==> src/design/stt_pkg.sv <==
package stt_pkg;

  localparam int NUM_SEGMENTS_DEF = 8;

  localparam int ACTION_W = 2;
  localparam int IDX_W    = 4;
  localparam int OFF_W    = 32;
  localparam int BASE_W   = 32;
  localparam int LEN_W    = 31;
  localparam int STATUS_W = 2;
  localparam int ADDR_W   = 32;

  localparam int IN_FIELDS_W  = IDX_W + OFF_W + BASE_W + LEN_W;
  localparam int OUT_FIELDS_W = ADDR_W;
  localparam int IN_DATA_W    = ((IN_FIELDS_W + 7) / 8) * 8;
  localparam int OUT_DATA_W   = ((OUT_FIELDS_W + 7) / 8) * 8;

  localparam int ENTRY_W = LEN_W + BASE_W;

  typedef enum logic [ACTION_W-1:0] {
    ACT_TRANSLATE = 2'd0,
    ACT_SET       = 2'd1,
    ACT_ALLOC     = 2'd2,
    ACT_NONE      = 2'd3
  } action_e;

  typedef enum logic [STATUS_W-1:0] {
    ST_OK           = 2'd0,
    ST_BAD_INDEX    = 2'd1,
    ST_NOT_PRESENT  = 2'd2,
    ST_OUT_OF_RANGE = 2'd3
  } status_e;

  typedef struct packed {
    logic [LEN_W-1:0]  len;
    logic [BASE_W-1:0] base;
  } entry_t;

  typedef struct packed {
    action_e           action;
    logic [IDX_W-1:0]  idx;
    logic [OFF_W-1:0]  offset;
    logic [BASE_W-1:0] base;
    logic [LEN_W-1:0]  len;
  } item_t;

endpackage

==> src/design/stt_ram.sv <==
module stt_ram #(
  parameter int WIDTH = 8,
  parameter int DEPTH = 8,
  parameter int AW    = (DEPTH > 1) ? $clog2(DEPTH) : 1
) (
  input  logic             clk_i,
  input  logic             we_i,
  input  logic [AW-1:0]    waddr_i,
  input  logic [WIDTH-1:0] wdata_i,
  input  logic             re_i,
  input  logic [AW-1:0]    raddr_i,
  output logic [WIDTH-1:0] rdata_o
);

  logic [WIDTH-1:0] mem_q [DEPTH];
  logic [WIDTH-1:0] rdata_q;

  always_ff @(posedge clk_i) begin
    if (we_i) begin
      mem_q[waddr_i] <= wdata_i;
    end
    if (re_i) begin
      rdata_q <= mem_q[raddr_i];
    end
  end

  assign rdata_o = rdata_q;

endmodule

==> src/design/segment_table_translator_unit.sv <==
// Segment table translator.
// Input stream (s_axis_*): one transaction carries the action (translate, set
// entry, allocate entry at the bump pointer) in tuser, and a segment index, an
// offset, a base and a length in tdata. Output stream (m_axis_*): one
// transaction per input, status code in tuser and address in tdata, in order.
// Entries live in a one-port-read, one-port-write RAM with registered read;
// valid marks and the bump pointer are flip-flops.
// Throughput: one transaction per cycle unless m_axis stalls. The RAM read is
// issued at accept and the result (and any table write) commits once the output
// register is free; a read of the entry being written in that same cycle is
// served from a forwarding register.
// Reset clears all valid marks, the bump pointer and both stream stages; the
// table is usable on the first cycle after reset.
// When m_axis_tready is low, the result is held in the output register, one
// more item may sit in the lookup stage, and s_axis_tready drops until the
// output register drains.
module segment_table_translator_unit #(
  parameter int NUM_SEGMENTS = stt_pkg::NUM_SEGMENTS_DEF
) (
  input  logic                           clk_i,
  input  logic                           rst_ni,
  input  logic                           s_axis_tvalid,
  output logic                           s_axis_tready,
  // segment_index, offset, base_address, segment_length, zero pad
  input  logic [stt_pkg::IN_DATA_W-1:0]  s_axis_tdata,
  // action
  input  logic [stt_pkg::ACTION_W-1:0]   s_axis_tuser,
  output logic                           m_axis_tvalid,
  input  logic                           m_axis_tready,
  // address
  output logic [stt_pkg::OUT_DATA_W-1:0] m_axis_tdata,
  // status
  output logic [stt_pkg::STATUS_W-1:0]   m_axis_tuser
);

  localparam int AW    = (NUM_SEGMENTS > 1) ? $clog2(NUM_SEGMENTS) : 1;
  localparam int CMP_W = stt_pkg::IDX_W + 1;

  stt_pkg::item_t  in_item;
  stt_pkg::item_t  item_q;
  stt_pkg::entry_t entry;
  stt_pkg::entry_t wr_entry;
  stt_pkg::entry_t ram_rdata;
  stt_pkg::entry_t fwd_entry_q, fwd_entry_d;
  stt_pkg::status_e status;

  logic                         busy_q, busy_d;
  logic                         fwd_q, fwd_d;
  logic [NUM_SEGMENTS-1:0]      valid_q, valid_d;
  logic [stt_pkg::ADDR_W-1:0]   ptr_q, ptr_d;
  logic                         m_valid_q, m_valid_d;
  logic [stt_pkg::OUT_DATA_W-1:0] m_data_q, m_data_d;
  logic [stt_pkg::STATUS_W-1:0] m_user_q, m_user_d;
  logic [stt_pkg::ADDR_W-1:0]   addr;
  logic                         out_free, commit, in_acc, idx_ok, wr, is_write;
  logic [AW-1:0]                idx_a;

  assign in_item.action = stt_pkg::action_e'(s_axis_tuser);
  assign in_item.idx    = s_axis_tdata[3:0];
  assign in_item.offset = s_axis_tdata[35:4];
  assign in_item.base   = s_axis_tdata[67:36];
  assign in_item.len    = s_axis_tdata[98:68];

  assign out_free      = !m_valid_q || m_axis_tready;
  assign commit        = busy_q && out_free;
  assign s_axis_tready = !busy_q || out_free;
  assign in_acc        = s_axis_tvalid && s_axis_tready;

  stt_ram #(
    .WIDTH (stt_pkg::ENTRY_W),
    .DEPTH (NUM_SEGMENTS)
  ) u_ram (
    .clk_i   (clk_i),
    .we_i    (wr),
    .waddr_i (idx_a),
    .wdata_i (wr_entry),
    .re_i    (in_acc),
    .raddr_i (in_item.idx[AW-1:0]),
    .rdata_o (ram_rdata)
  );

  assign idx_a    = item_q.idx[AW-1:0];
  assign idx_ok   = {1'b0, item_q.idx} < CMP_W'(NUM_SEGMENTS);
  assign entry    = fwd_q ? fwd_entry_q : ram_rdata;
  assign is_write = (item_q.action == stt_pkg::ACT_SET) ||
                    (item_q.action == stt_pkg::ACT_ALLOC);
  assign wr       = commit && idx_ok && is_write;

  assign wr_entry.len  = item_q.len;
  assign wr_entry.base = (item_q.action == stt_pkg::ACT_ALLOC) ? ptr_q : item_q.base;

  always_comb begin
    status = stt_pkg::ST_OK;
    addr   = '0;
    case (item_q.action)
      stt_pkg::ACT_NONE: begin
        status = stt_pkg::ST_OK;
      end
      stt_pkg::ACT_SET: begin
        if (!idx_ok) status = stt_pkg::ST_BAD_INDEX;
      end
      stt_pkg::ACT_ALLOC: begin
        if (!idx_ok) status = stt_pkg::ST_BAD_INDEX;
        else addr = ptr_q;
      end
      stt_pkg::ACT_TRANSLATE: begin
        if (!idx_ok) begin
          status = stt_pkg::ST_BAD_INDEX;
        end else if (!valid_q[idx_a]) begin
          status = stt_pkg::ST_NOT_PRESENT;
        end else if (item_q.offset[stt_pkg::OFF_W-1] ||
                     (item_q.offset >= {1'b0, entry.len})) begin
          status = stt_pkg::ST_OUT_OF_RANGE;
        end else begin
          addr = entry.base + item_q.offset;
        end
      end
      default: begin
        status = stt_pkg::ST_OK;
      end
    endcase
  end

  always_comb begin
    busy_d      = busy_q;
    fwd_d       = fwd_q;
    fwd_entry_d = fwd_entry_q;
    valid_d     = valid_q;
    ptr_d       = ptr_q;
    m_valid_d   = m_valid_q;
    m_data_d    = m_data_q;
    m_user_d    = m_user_q;
    if (commit) begin
      busy_d    = 1'b0;
      m_valid_d = 1'b1;
      m_data_d  = addr;
      m_user_d  = status;
    end else if (m_axis_tready) begin
      m_valid_d = 1'b0;
    end
    if (wr) begin
      valid_d[idx_a] = 1'b1;
      if (item_q.action == stt_pkg::ACT_ALLOC) begin
        ptr_d = ptr_q + {1'b0, item_q.len};
      end
    end
    if (in_acc) begin
      busy_d      = 1'b1;
      fwd_d       = wr && (in_item.idx[AW-1:0] == idx_a);
      fwd_entry_d = wr_entry;
    end
  end

  always_ff @(posedge clk_i or negedge rst_ni) begin
    if (!rst_ni) begin
      busy_q    <= 1'b0;
      fwd_q     <= 1'b0;
      valid_q   <= '0;
      ptr_q     <= '0;
      m_valid_q <= 1'b0;
    end else begin
      busy_q    <= busy_d;
      fwd_q     <= fwd_d;
      valid_q   <= valid_d;
      ptr_q     <= ptr_d;
      m_valid_q <= m_valid_d;
    end
  end

  always_ff @(posedge clk_i) begin
    fwd_entry_q <= fwd_entry_d;
    m_data_q    <= m_data_d;
    m_user_q    <= m_user_d;
    if (in_acc) begin
      item_q <= in_item;
    end
  end

  assign m_axis_tvalid = m_valid_q;
  assign m_axis_tdata  = m_data_q;
  assign m_axis_tuser  = m_user_q;

endmodule

==> config.mk <==
export PLATFORM = sky130hd
export DESIGN_NAME = segment_table_translator_unit
export DESIGN_NICKNAME = d
export VERILOG_FILES = /design/src/design/stt_pkg.sv /design/src/design/stt_ram.sv /design/src/design/segment_table_translator_unit.sv
export SDC_FILE = /design/constraint.sdc
export NUM_CORES = 1
export LEC_CHECK = 0
export ABC_AREA = 1
export BUFFER_PORTS_ARGS = -buffer_cell sky130_fd_sc_hd__buf_4
export CORE_UTILIZATION = 30
export DETAILED_ROUTE_END_ITERATION = 6
export GPL_ROUTABILITY_DRIVEN = 0
export PLACE_DENSITY_LB_ADDON = 0.2
export SKIP_LAST_GASP = 1
export SLEW_MARGIN = 40
export SYNTH_ARGS = -nofsm -noshare
export SYNTH_HDL_FRONTEND = slang
export SYNTH_HIERARCHICAL = 1
export SYNTH_SLANG_ARGS = --single-unit
==> constraint.sdc <==
create_clock -name clk_i -period 6.05 [get_ports clk_i]
set_input_delay 0.605 -clock clk_i [delete_from_list [all_inputs] [get_ports clk_i]]
set_output_delay 0.605 -clock clk_i [all_outputs]
set_load 0.02 [all_outputs]
==> results of run 1 <==
layout make-up:
class,instances,area [um^2]
repair buffers,181,1430
multi-input cells,2349,11100
clock inverters,46,280
flip-flops and latches,808,24100
fillers,12800,83200
clock buffers,124,2530
well taps,1662,2080
inverters,691,2620
cells by family after synthesis:
logic type                 after synthesis  synth area share
AOI/OAI and AO/OA                      176            0.0254
DFF                                    808             0.625
and+or+nand+nor                       2014             0.216
muxes                                   30           0.00781
buffers and inverters                  826            0.0867
xor gates and xnor gates                31           0.00706
adders and majority gates               98            0.0323
state kept, by name (all words and copies together) (netlist names):
| name | flops |
|---|---|
| u_ram/mem_q | 504 |
| idx_a | 3 |
| m_axis_tuser | 2 |
| u_ram/rdata_o | 63 |
| ptr_q | 32 |
| m_axis_tdata | 32 |
| item_q | 98 |
| busy_q | 1 |
| fwd_q | 1 |
| fwd_entry_q | 63 |
| m_axis_tvalid | 1 |
| valid_q | 8 |
worst min-delay path by stage:
stage | from | endpoint
finish | s_axis_tdata[67] | item_q[62]
detailed placement | valid_q[0] | valid_q[0]
global placement | valid_q[0] | valid_q[0]
CTS | s_axis_tdata[13] | item_q[72]
global route | s_axis_tdata[75] | item_q[7]
floorplan | rst_ni | busy_q
synthesized netlist by cell type (4+ instances only):
cell type	count
nor3_2	4
nand3b_1	9
nand2_1	1412
nand4_1	52
xnor2_1	19
ha_1	96
edfxtp_1	765
buf_2	51
o21ai_1	7
buf_6	14
buf_1	12
clkbuf_1	42
inv_1	683
nor2_1	133
mux2i_1	30
xor2_1	12
and2_1	7
dfrtp_1	43
o21bai_1	12
nand3_1	369
o211ai_1	4
a21oi_1	75
nor3_1	15
o21a_1	6
buf_4	16
o21ai_0	59
power groups by stage:
stage | Combinational, mW | Sequential, mW | Clock [mW]
2_1_floorplan | 1.77 | 6.93 | 0
3_3_place_gp | 2.60 | 7.08 | 0
3_5_place_dp | 2.61 | 7.07 | 0
4_1_cts | 2.62 | 6.96 | 5.41
5_1_grt | 2.95 | 6.99 | 5.62
6_report | 2.64 | 6.96 | 5.26
layout by cell type (no fill, tap or decap), drive strengths merged, types with 41 or more instances in the layout:
master / n
nand2: 1416
edfxtp: 765
inv: 692
nand3: 370
buf: 179
nor2: 135
clkbuf: 125
ha: 96
a21oi: 77
o21ai: 68
nand4: 52
dfrtp: 43
clkinv: 41
per-stage QoR:
| step | hold slack, ns | utilization | instance area [um^2] |
|---|---|---|---|
| floorplan | 0.309 | - | 38500 |
| global placement | 0.460 | 0.324 | 41300 |
| detailed placement | 0.463 | 0.324 | 41300 |
| CTS | 0.0168 | 0.347 | 44100 |
| global route | 0.0434 | 0.347 | 44100 |
| finish | 0.0861 | 0.347 | 44100 |
routing by layer:
layer,vias to the layer above,GRT usage,routed length [um]
met5,-,0,0
met4,0,0.0561,3350
met3,128,0.0361,6620
met2,626,0.263,48800
met1,12500,0.233,51700
li1,13200,-,-
worst register-to-register path, delay by kind of cell, from the launching register on:
kind,cells,cell delay [ns]
simple gates,15,1.62
fa+ha+maj,1,0.38
flops,1,0.79
buf+inv,2,1.07
timing repair:
item                                   CTS  global route
endpoints found under the hold margin   43             0
hold buffers                             1             0
gates resized for setup                  0             0
==> results.sh, run 1 <==
export IMPL_dieArea_um2=130000
export IMPL_cp_common_cell="nand2_1"
export IMPL_die_w_um=360
export IMPL_critPathBufInv=2
export IMPL_post_drt_wl_per_cell_um=18.8
export IMPL_worstSetupPathType="flip-flop to flip-flop"
export IMPL_p_int_mw=10.4
export IMPL_vias=26400
export IMPL_p_seq_frac=0.468
export IMPL_finalHoldViolations=0
export IMPL_ys_ff_latch=808
export IMPL_antenna_cells=0
export IMPL_die_h_um=360
export IMPL_timing_final_crit_period_ns=4.12
export IMPL_cts_path_max_buffers=3
export IMPL_dp_worst_setup_slack_ns=1.95
export IMPL_wirelength_mm=110
export IMPL_r2r_cells=18
export IMPL_numCtsBuffers=94
export IMPL_fmax_mhz=243
export IMPL_status="complete, no violations"
export IMPL_core_area_um2=127000
export IMPL_period_share=0.681
export IMPL_synth_fp_nets=4191
export IMPL_remaining_drc_errors=0
export IMPL_antenna_left=0
export IMPL_crit_end="m_axis_tdata[30]"
export IMPL_ios=146
export IMPL_cp_max_fo=28
export IMPL_nets=4333
export IMPL_p_total_mw=14.9
export IMPL_finalSetupTns_ns=0
export IMPL_cpPeakStageDelay_ns=0.79
export IMPL_p_leak_nw=19.5
export IMPL_ys_flop_type="edfxtp_1"
export IMPL_switching_share=0.297
export IMPL_layout_setup_ws_ns=1.93
export IMPL_hpwlAfterDp_mm=70.8
export IMPL_r2r_slack_ns=1.93
export IMPL_start_kind="flip-flop"
export IMPL_crit_arrival_ns=4.56
export IMPL_async_flop_share=0.0532
export IMPL_finalSetupViolations=0
export IMPL_skew_ns=0.0291
export IMPL_reg2reg_to="m_axis_tdata[30]"
export IMPL_synth_edf_count=765
export IMPL_hold_path_class="input pin to flip-flop"
export IMPL_grtUsageTotal=0.169
export IMPL_crit_cells=18
export IMPL_rows=131
export IMPL_grt_max_degree=127
export IMPL_tightestPinTransition_ns=0.855
export IMPL_worstHoldPathCells=1
export IMPL_power_switching_mw=4.41
export IMPL_synth_cell_types=47
export IMPL_route_detailed_vias_per_inst=4.50
export IMPL_cts_tree="built"
export IMPL_cts_root_buf="clkbuf_16"
export IMPL_synth_area_um2=38500
export IMPL_htreeDepth=3
export IMPL_yosys_top_cells_area="edfxtp_1 60%, nand2_1 14%, inv_1 6.7%"
export IMPL_start_util=0.302
export IMPL_critical_path_slowest_cell="dfrtp_4"
export IMPL_worstReg2RegStart="fwd_q"
export IMPL_syn2layout_area_growth_pct=14.7
export IMPL_drt_pass1_iter_count=5
export IMPL_slew_limit_headroom=0.430
export IMPL_synth_area_per_cell_um2=9.66
export IMPL_ir_drop_uv=203
export IMPL_path_cells="clkinv_1, buf_4, nand2_1, nand2_1, ha_1, nand2_1, nor2_1, nand2_1, nand3_1, nand2_1, nand2_1, nand2_1, nand2_1, nand2_1, nand2_1, nor2_1, nand4_1, nand2_1"
export IMPL_synth_top_area_cell="edfxtp_1"
export IMPL_drt_iter0_drc=2058
export IMPL_seq_area_frac_synth=0.625
export IMPL_clock_sinks=808
export IMPL_grt_pass1_vias=25100
export IMPL_dp_cells=5690
export IMPL_grt_overflow=0
export IMPL_end_kind="flip-flop"
export IMPL_combPwrFrac=0.177
export IMPL_final_max_slew_violation_count=0
export IMPL_antenna_found_initial=1
export IMPL_rsz0062_at_grt="no"
export IMPL_post_cts_buffers=0
export IMPL_synth_top_area_frac=0.597
export IMPL_numPortBuffers=140
export IMPL_startpoint="fwd_q"
export IMPL_cp_required_ns=6.49
export IMPL_powerDensity_nw_per_um2=336
export IMPL_clkPwrFrac=0.354
export IMPL_finalNonFillerCells=5861
export IMPL_syn_inst=3983
export IMPL_grt_pass1_wl_mm=162
export IMPL_worstSkewPairLatency_ns=0.69
export IMPL_drive_gt1_frac=0.0810
export IMPL_drv_cap=0
export IMPL_yosysWarnings=6
export IMPL_path_delay_family="simple AND/OR/NAND/NOR gates"
export IMPL_path_clk_slew_ns=0.06
Note: power is estimated with default switching activity, not from simulation.
==> run 2: changes to the inputs <==
ABC_AREA = 0   (was 1)
clock period = 3.7 ns   (was 6.05 ns; I/O delays follow)
==> run 2 against run 1 <==
Net effect: non-clock buffer count grew 116; critical path depth shrank 5; maximum frequency increased by 15%; via count shrank 32%; cell count fell by 36%; clock skew is 0.0026 ns lower; largest cell class unchanged.
==> results.sh, run 2 <==
export IMPL_nets=2422
export IMPL_yosys_top_cells_area="edfxtp_1 68%, mux4_2 8.4%, ha_1 3.5%"
export IMPL_hold_path_class="input pin to async pin"
export IMPL_numCtsBuffers=89
export IMPL_status="complete, no violations"
export IMPL_largest_register_ff_count=504
export IMPL_layout_setup_ws_ns=0.122
export IMPL_wirelength_mm=86.4
export IMPL_hpwlAfterDp_mm=55.2
export IMPL_clock_sinks=808
export IMPL_top_register="u_ram/mem_q"
export IMPL_start_kind="flip-flop"
export IMPL_synth_commonest_cells="765 x edfxtp_1, 126 x mux4_2, 123 x nand2_1"
export IMPL_yosysWarnings=6
export IMPL_synth_top_area_frac=0.678
export IMPL_synth_top_area_cell="edfxtp_1"
export IMPL_fillers=10200
export IMPL_layout_commonest_cell="edfxtp_1"
export IMPL_finalHoldViolations=0
export IMPL_rows=122
export IMPL_crit_arrival_ns=3.96
export IMPL_async_flop_share=0.0532
export IMPL_numPortBuffers=140
export IMPL_synth_area_per_cell_um2=17.9
export IMPL_tightestPinTransition_ns=0.742
export IMPL_post_drt_wl_per_cell_um=22.9
export IMPL_dp_worst_setup_slack_ns=0.0553
export IMPL_largestRegisters="u_ram/mem_q: 504 flops, item_q: 98 flops"
export IMPL_syn2layout_area_growth_pct=22.1
export IMPL_synth_cell_types=82
export IMPL_antenna_cells=0
export IMPL_fmax_mhz=279
export IMPL_grt_pass1_vias=19100
export IMPL_p_leak_nw=14.3
export IMPL_synth_area_um2=33900
export IMPL_cp_required_ns=4.08
export IMPL_die_w_um=338
export IMPL_dieArea_um2=114000
export IMPL_final_max_slew_violation_count=0
export IMPL_ios=146
export IMPL_cts_root_buf="clkbuf_16"
export IMPL_seq_area_frac_synth=0.710
export IMPL_route_detailed_vias_per_inst=4.76
export IMPL_cts_tree="built"
export IMPL_finalNonFillerCells=3777
export IMPL_finalSetupTns_ns=0
export IMPL_rsz0062_at_grt="yes"
export IMPL_drive_gt1_frac=0.276
export IMPL_period_share=0.967
export IMPL_regArea_um2=24100
export IMPL_slew_limit_headroom=0.502
export IMPL_drt_iter0_drc=1491
export IMPL_drv_cap=0
export IMPL_finalSetupViolations=0
export IMPL_most_common_layout_cells="765 x edfxtp_1, 175 x buf_4, 126 x mux4_2"
export IMPL_ys_ff_latch=808
export IMPL_dp_cells=3510
export IMPL_die_h_um=338
export IMPL_htreeDepth=3
export IMPL_end_kind="flip-flop"
export IMPL_grtUsageTotal=0.151
export IMPL_multi_input_area_um2=9430
export IMPL_path_clk_slew_ns=0.06
export IMPL_remaining_drc_errors=0
export IMPL_grt_overflow=0
export IMPL_vias=18000
export IMPL_timing_final_crit_period_ns=3.58
export IMPL_grt_max_degree=84
export IMPL_cts_path_max_buffers=3
export IMPL_syn_inst=1897
export IMPL_drt_pass1_iter_count=5
export IMPL_ir_drop_uv=334
export IMPL_ys_flop_type="edfxtp_1"
export IMPL_cp_max_fo=26
export IMPL_grt_pass1_wl_mm=127
export IMPL_synth_edf_count=765
export IMPL_worstSetupPathType="flip-flop to flip-flop"
export IMPL_skew_ns=0.0265
export IMPL_antenna_found_initial=0
export IMPL_yosysMostFrequentCell="edfxtp_1"
export IMPL_powerDensity_nw_per_um2=578
export IMPL_synth_fp_nets=2105
export IMPL_worstSkewPairLatency_ns=0.65
export IMPL_core_area_um2=111000
export IMPL_antenna_left=0
export IMPL_post_cts_buffers=0
export IMPL_start_util=0.305
[run 2: per-layer routing]
metal / routed length, um / global-route usage
met5: 0 / 0
met4: 1750 / 0.0420
met3: 3300 / 0.0215
met2: 41400 / 0.249
met1: 39900 / 0.206
[run 2: final cells by class]
class	count	area share
flip-flops and latches	808	0.581
multi-input cells	973	0.228
repair buffers	297	0.0662
clock buffers	103	0.0571
well taps	1488	0.0450
clock inverters	63	0.0184
inverters	45	0.00417
[run 2: cells by family (layout without fill, tap and decap cells)]
family | count (synthesis) | in the layout | share of synthesized area
AND/OR/NAND/NOR | 248 | 248 | 0.0343
multiplexers | 267 | 267 | 0.130
adder cells (fa/ha/maj) | 98 | 98 | 0.0366
XOR/XNOR | 55 | 55 | 0.0142
flip-flops | 808 | 808 | 0.710
AO/OA/AOI/OAI | 305 | 305 | 0.0593
buffers and inverters | 116 | 508 | 0.0162
[run 2: where the power goes]
part | total, mW | switching [mW] | internal [mW]
clock | 9.46 | 3.68 | 5.78
sequential | 11.1 | 0.450 | 10.6
combinational | 3.35 | 1.91 | 1.44
[run 2: worst paths after layout]
check | startpoint | end | slack [ns] | cells after the start
min in group clk_i | s_axis_tdata[2] | idx_a[2] | 0.36 | 1
worst max register to register | fwd_q | m_axis_tdata[3] | 0.12 | 13
max in group asynchronous | rst_ni | fwd_q | 2.87 | 2
worst min-delay path | rst_ni | m_axis_tvalid | 0.28 | 2
worst max-delay path | fwd_q | m_axis_tdata[3] | 0.12 | 13
worst min register to register | valid_q[0] | valid_q[0] | 0.45 | 1
[run 2: worst max-delay path, stage by stage (launching register included)]
cell and delay [ns]:
dfrtp_4 0.52, buf_12 0.18, mux2i_1 0.15, ha_1 0.32
inv_1 0.05, or4_1 0.57, or2_1 0.33, nor3_2 0.19
o211ai_1 0.10, and3_1 0.24, and2_4 0.23, buf_4 0.20
nand2_1 0.09, a21oi_1 0.06
[run 2: stage by stage]
step	power (mW)	hold WS [ns]	utilization	instance area, um^2
floorplan	13.4	0.0744	-	33900
global placement	14.4	0.419	0.334	37200
detailed placement	14.5	0.424	0.334	37200
CTS	24.1	0.265	0.371	41300
global route	24.9	0.321	0.372	41400
finish	23.9	0.283	0.372	41400
[run 2: repair_timing]
| action | in CTS | in global routing |
|---|---|---|
| hold buffers | 101 | 0 |
| hold endpoints to repair | 143 | 0 |
| gates resized for setup | 0 | 9 |
| setup endpoints to repair | 0 | 20 |
==> run 3: changes to the inputs <==
CORE_UTILIZATION = 55   (was 30)
==> run 3 against run 2 <==
Net effect: the flow now finishes with violations (DRC); register-to-register slack got worse by 0.03 ns; core utilization increased by 29 points; count of clock-buffer cells in the layout rose by 4; clock skew down 0.0017 ns; non-clock buffer count shrank 11; combinational power shrank 2%; routed wire length shrank 13%; worst hold slack worse by 0.25 ns; total power down 6.1%; die area decreased by 45%; via count is 2.5% higher; cell count is 19% lower; critical path type unchanged; critical endpoint is now m_axis_tdata[29]; largest cell class unchanged; largest power group unchanged.
==> results.sh, run 3 (same netlist as run 2, synthesis figures left out) <==
export IMPL_status="complete, but fails checks"
export IMPL_violations="DRC"
export IMPL_end_kind="flip-flop"
export IMPL_dp_worst_setup_slack_ns=-0.0402
export IMPL_path_clk_slew_ns=0.06
export IMPL_final_area_um2=39800
export IMPL_combPwrFrac=0.147
export IMPL_most_common_layout_cells="765 x edfxtp_1, 175 x buf_4, 126 x mux4_2"
export IMPL_antenna_found_initial=0
export IMPL_core_area_um2=60600
export IMPL_tightestPinTransition_ns=0.840
export IMPL_crit_arrival_ns=3.98
export IMPL_p_leak_nw=13.9
export IMPL_start_kind="flip-flop"
export IMPL_antenna_left=0
export IMPL_cts_path_max_buffers=3
export IMPL_switching_share=0.253
export IMPL_htreeDepth=3
export IMPL_p_seq_frac=0.493
export IMPL_vias=18400
export IMPL_numCtsBuffers=82
export IMPL_post_drt_wl_per_cell_um=24.7
export IMPL_die_w_um=250
export IMPL_drv_cap=0
export IMPL_finalHoldViolations=0
export IMPL_grtUsageTotal=0.245
export IMPL_finalSetupViolations=0
export IMPL_layout_commonest_cell="edfxtp_1"
export IMPL_p_int_mw=16.8
export IMPL_die_h_um=250
export IMPL_cp_required_ns=4.07
export IMPL_numPortBuffers=140
export IMPL_syn2layout_area_growth_pct=17.4
export IMPL_cp_max_fo=25
export IMPL_route_detailed_vias_per_inst=6.05
export IMPL_wirelength_mm=75.1
export IMPL_hpwlAfterDp_mm=45.7
export IMPL_dieArea_um2=62600
export IMPL_rsz0062_at_grt="yes"
export IMPL_skew_ns=0.0248
export IMPL_period_share=0.976
export IMPL_cts_tree="built"
export IMPL_ios=146
export IMPL_start_util=0.559
export IMPL_clkPwrFrac=0.360
export IMPL_final_max_slew_violation_count=0
export IMPL_drive_gt1_frac=0.264
export IMPL_largest_register_ff_count=504
export IMPL_hold_path_class="input pin to flip-flop"
export IMPL_worstSkewPairLatency_ns=0.63
export IMPL_timing_final_crit_period_ns=3.61
export IMPL_largestRegisters="u_ram/mem_q: 504 flops, item_q: 98 flops"
export IMPL_top_register="u_ram/mem_q"
export IMPL_clock_sinks=808
export IMPL_grt_max_degree=120
export IMPL_dpl_cell_area_um2=36100
export IMPL_powerDensity_nw_per_um2=564
export IMPL_layout_setup_ws_ns=0.0876
export IMPL_drt_pass1_iter_count=7
export IMPL_remaining_drc_errors=2
export IMPL_whs_ns=0.0336
export IMPL_nets=2405
export IMPL_grt_overflow=0
export IMPL_fin_util=0.657
export IMPL_worstSetupPathType="flip-flop to flip-flop"
export IMPL_slew_limit_headroom=0.434
export IMPL_rows=90
export IMPL_drt_iter0_drc=1556
export IMPL_grt_pass1_wl_mm=113
export IMPL_grt_pass1_vias=18600
export IMPL_fmax_mhz=277
export IMPL_ir_drop_uv=327
export IMPL_power_switching_mw=5.67
export IMPL_cts_root_buf="clkbuf_16"
run 3: repair_timing:
item / 4_1_cts / 5_1_grt
endpoints found under the hold margin: 142 / 0
setup buffers: 0 / 2
cloned: 0 / 1
pin swaps: 0 / 4
setup endpoints to repair: 10 / 7
hold buffers: 100 / 0
resized for setup: 1 / 11
run 3: metal layers:
layer  vias to the layer above  track usage  share of wire
met5                         -            0              0
met4                         0       0.0770          0.027
met3                       131       0.0391          0.069
met2                       721        0.394           0.48
met1                      9405        0.345           0.42
li1                       8182            -              -
run 3: final cells by class:
class / instances / area, um^2
flip-flops and latches: 808 / 24100
fillers: 4012 / 20800
multi-input cells: 974 / 9450
repair buffers: 286 / 2530
clock buffers: 107 / 2200
well taps: 782 / 978
clock inverters: 43 / 423
inverters: 45 / 173
diodes: 1 / 2.50
run 3: power by group through the flow:
stage	logic, mW	clock network [mW]	registers, mW
floorplan	2.31	0	11.1
global placement	3.00	0	11.2
detailed placement	3.12	0	11.2
CTS	3.21	8.23	11.1
global route	3.62	8.54	11.1
finish	3.29	8.09	11.1
run 3: worst paths after layout:
check	startpoint	to	slack [ns]	cells after the start
max	fwd_q	m_axis_tdata[29]	0.09	12
min	m_axis_tready	m_axis_tvalid	0.03	3
max reg2reg	fwd_q	m_axis_tdata[29]	0.09	12
min reg2reg	valid_q[3]	valid_q[3]	0.47	1
max in group asynchronous	rst_ni	fwd_q	2.98	2
min in group asynchronous	rst_ni	ptr_q[3]	0.26	2
run 3: per-stage QoR:
| step | total power [mW] | instances | TNS [ns] |
|---|---|---|---|
| global route | 23.3 | 3045 | -0.0770 |
| floorplan | 13.4 | 1897 | -211.08 |
| finish | 22.4 | 3046 | 0 |
| CTS | 22.5 | 3042 | 0 |
| global placement | 14.2 | 2792 | -0.268 |
| detailed placement | 14.4 | 2792 | -0.105 |
run 3: worst max-delay path: stages (launching register included):
cell	delay (ns)
dfrtp_4	0.52
buf_12	0.20
mux2i_1	0.14
ha_1	0.32
inv_1	0.05
or4_1	0.54
or2_1	0.31
nor3_1	0.25
o211ai_1	0.18
and3_1	0.26
and2_4	0.26
nand2b_2	0.20
o31ai_2	0.10
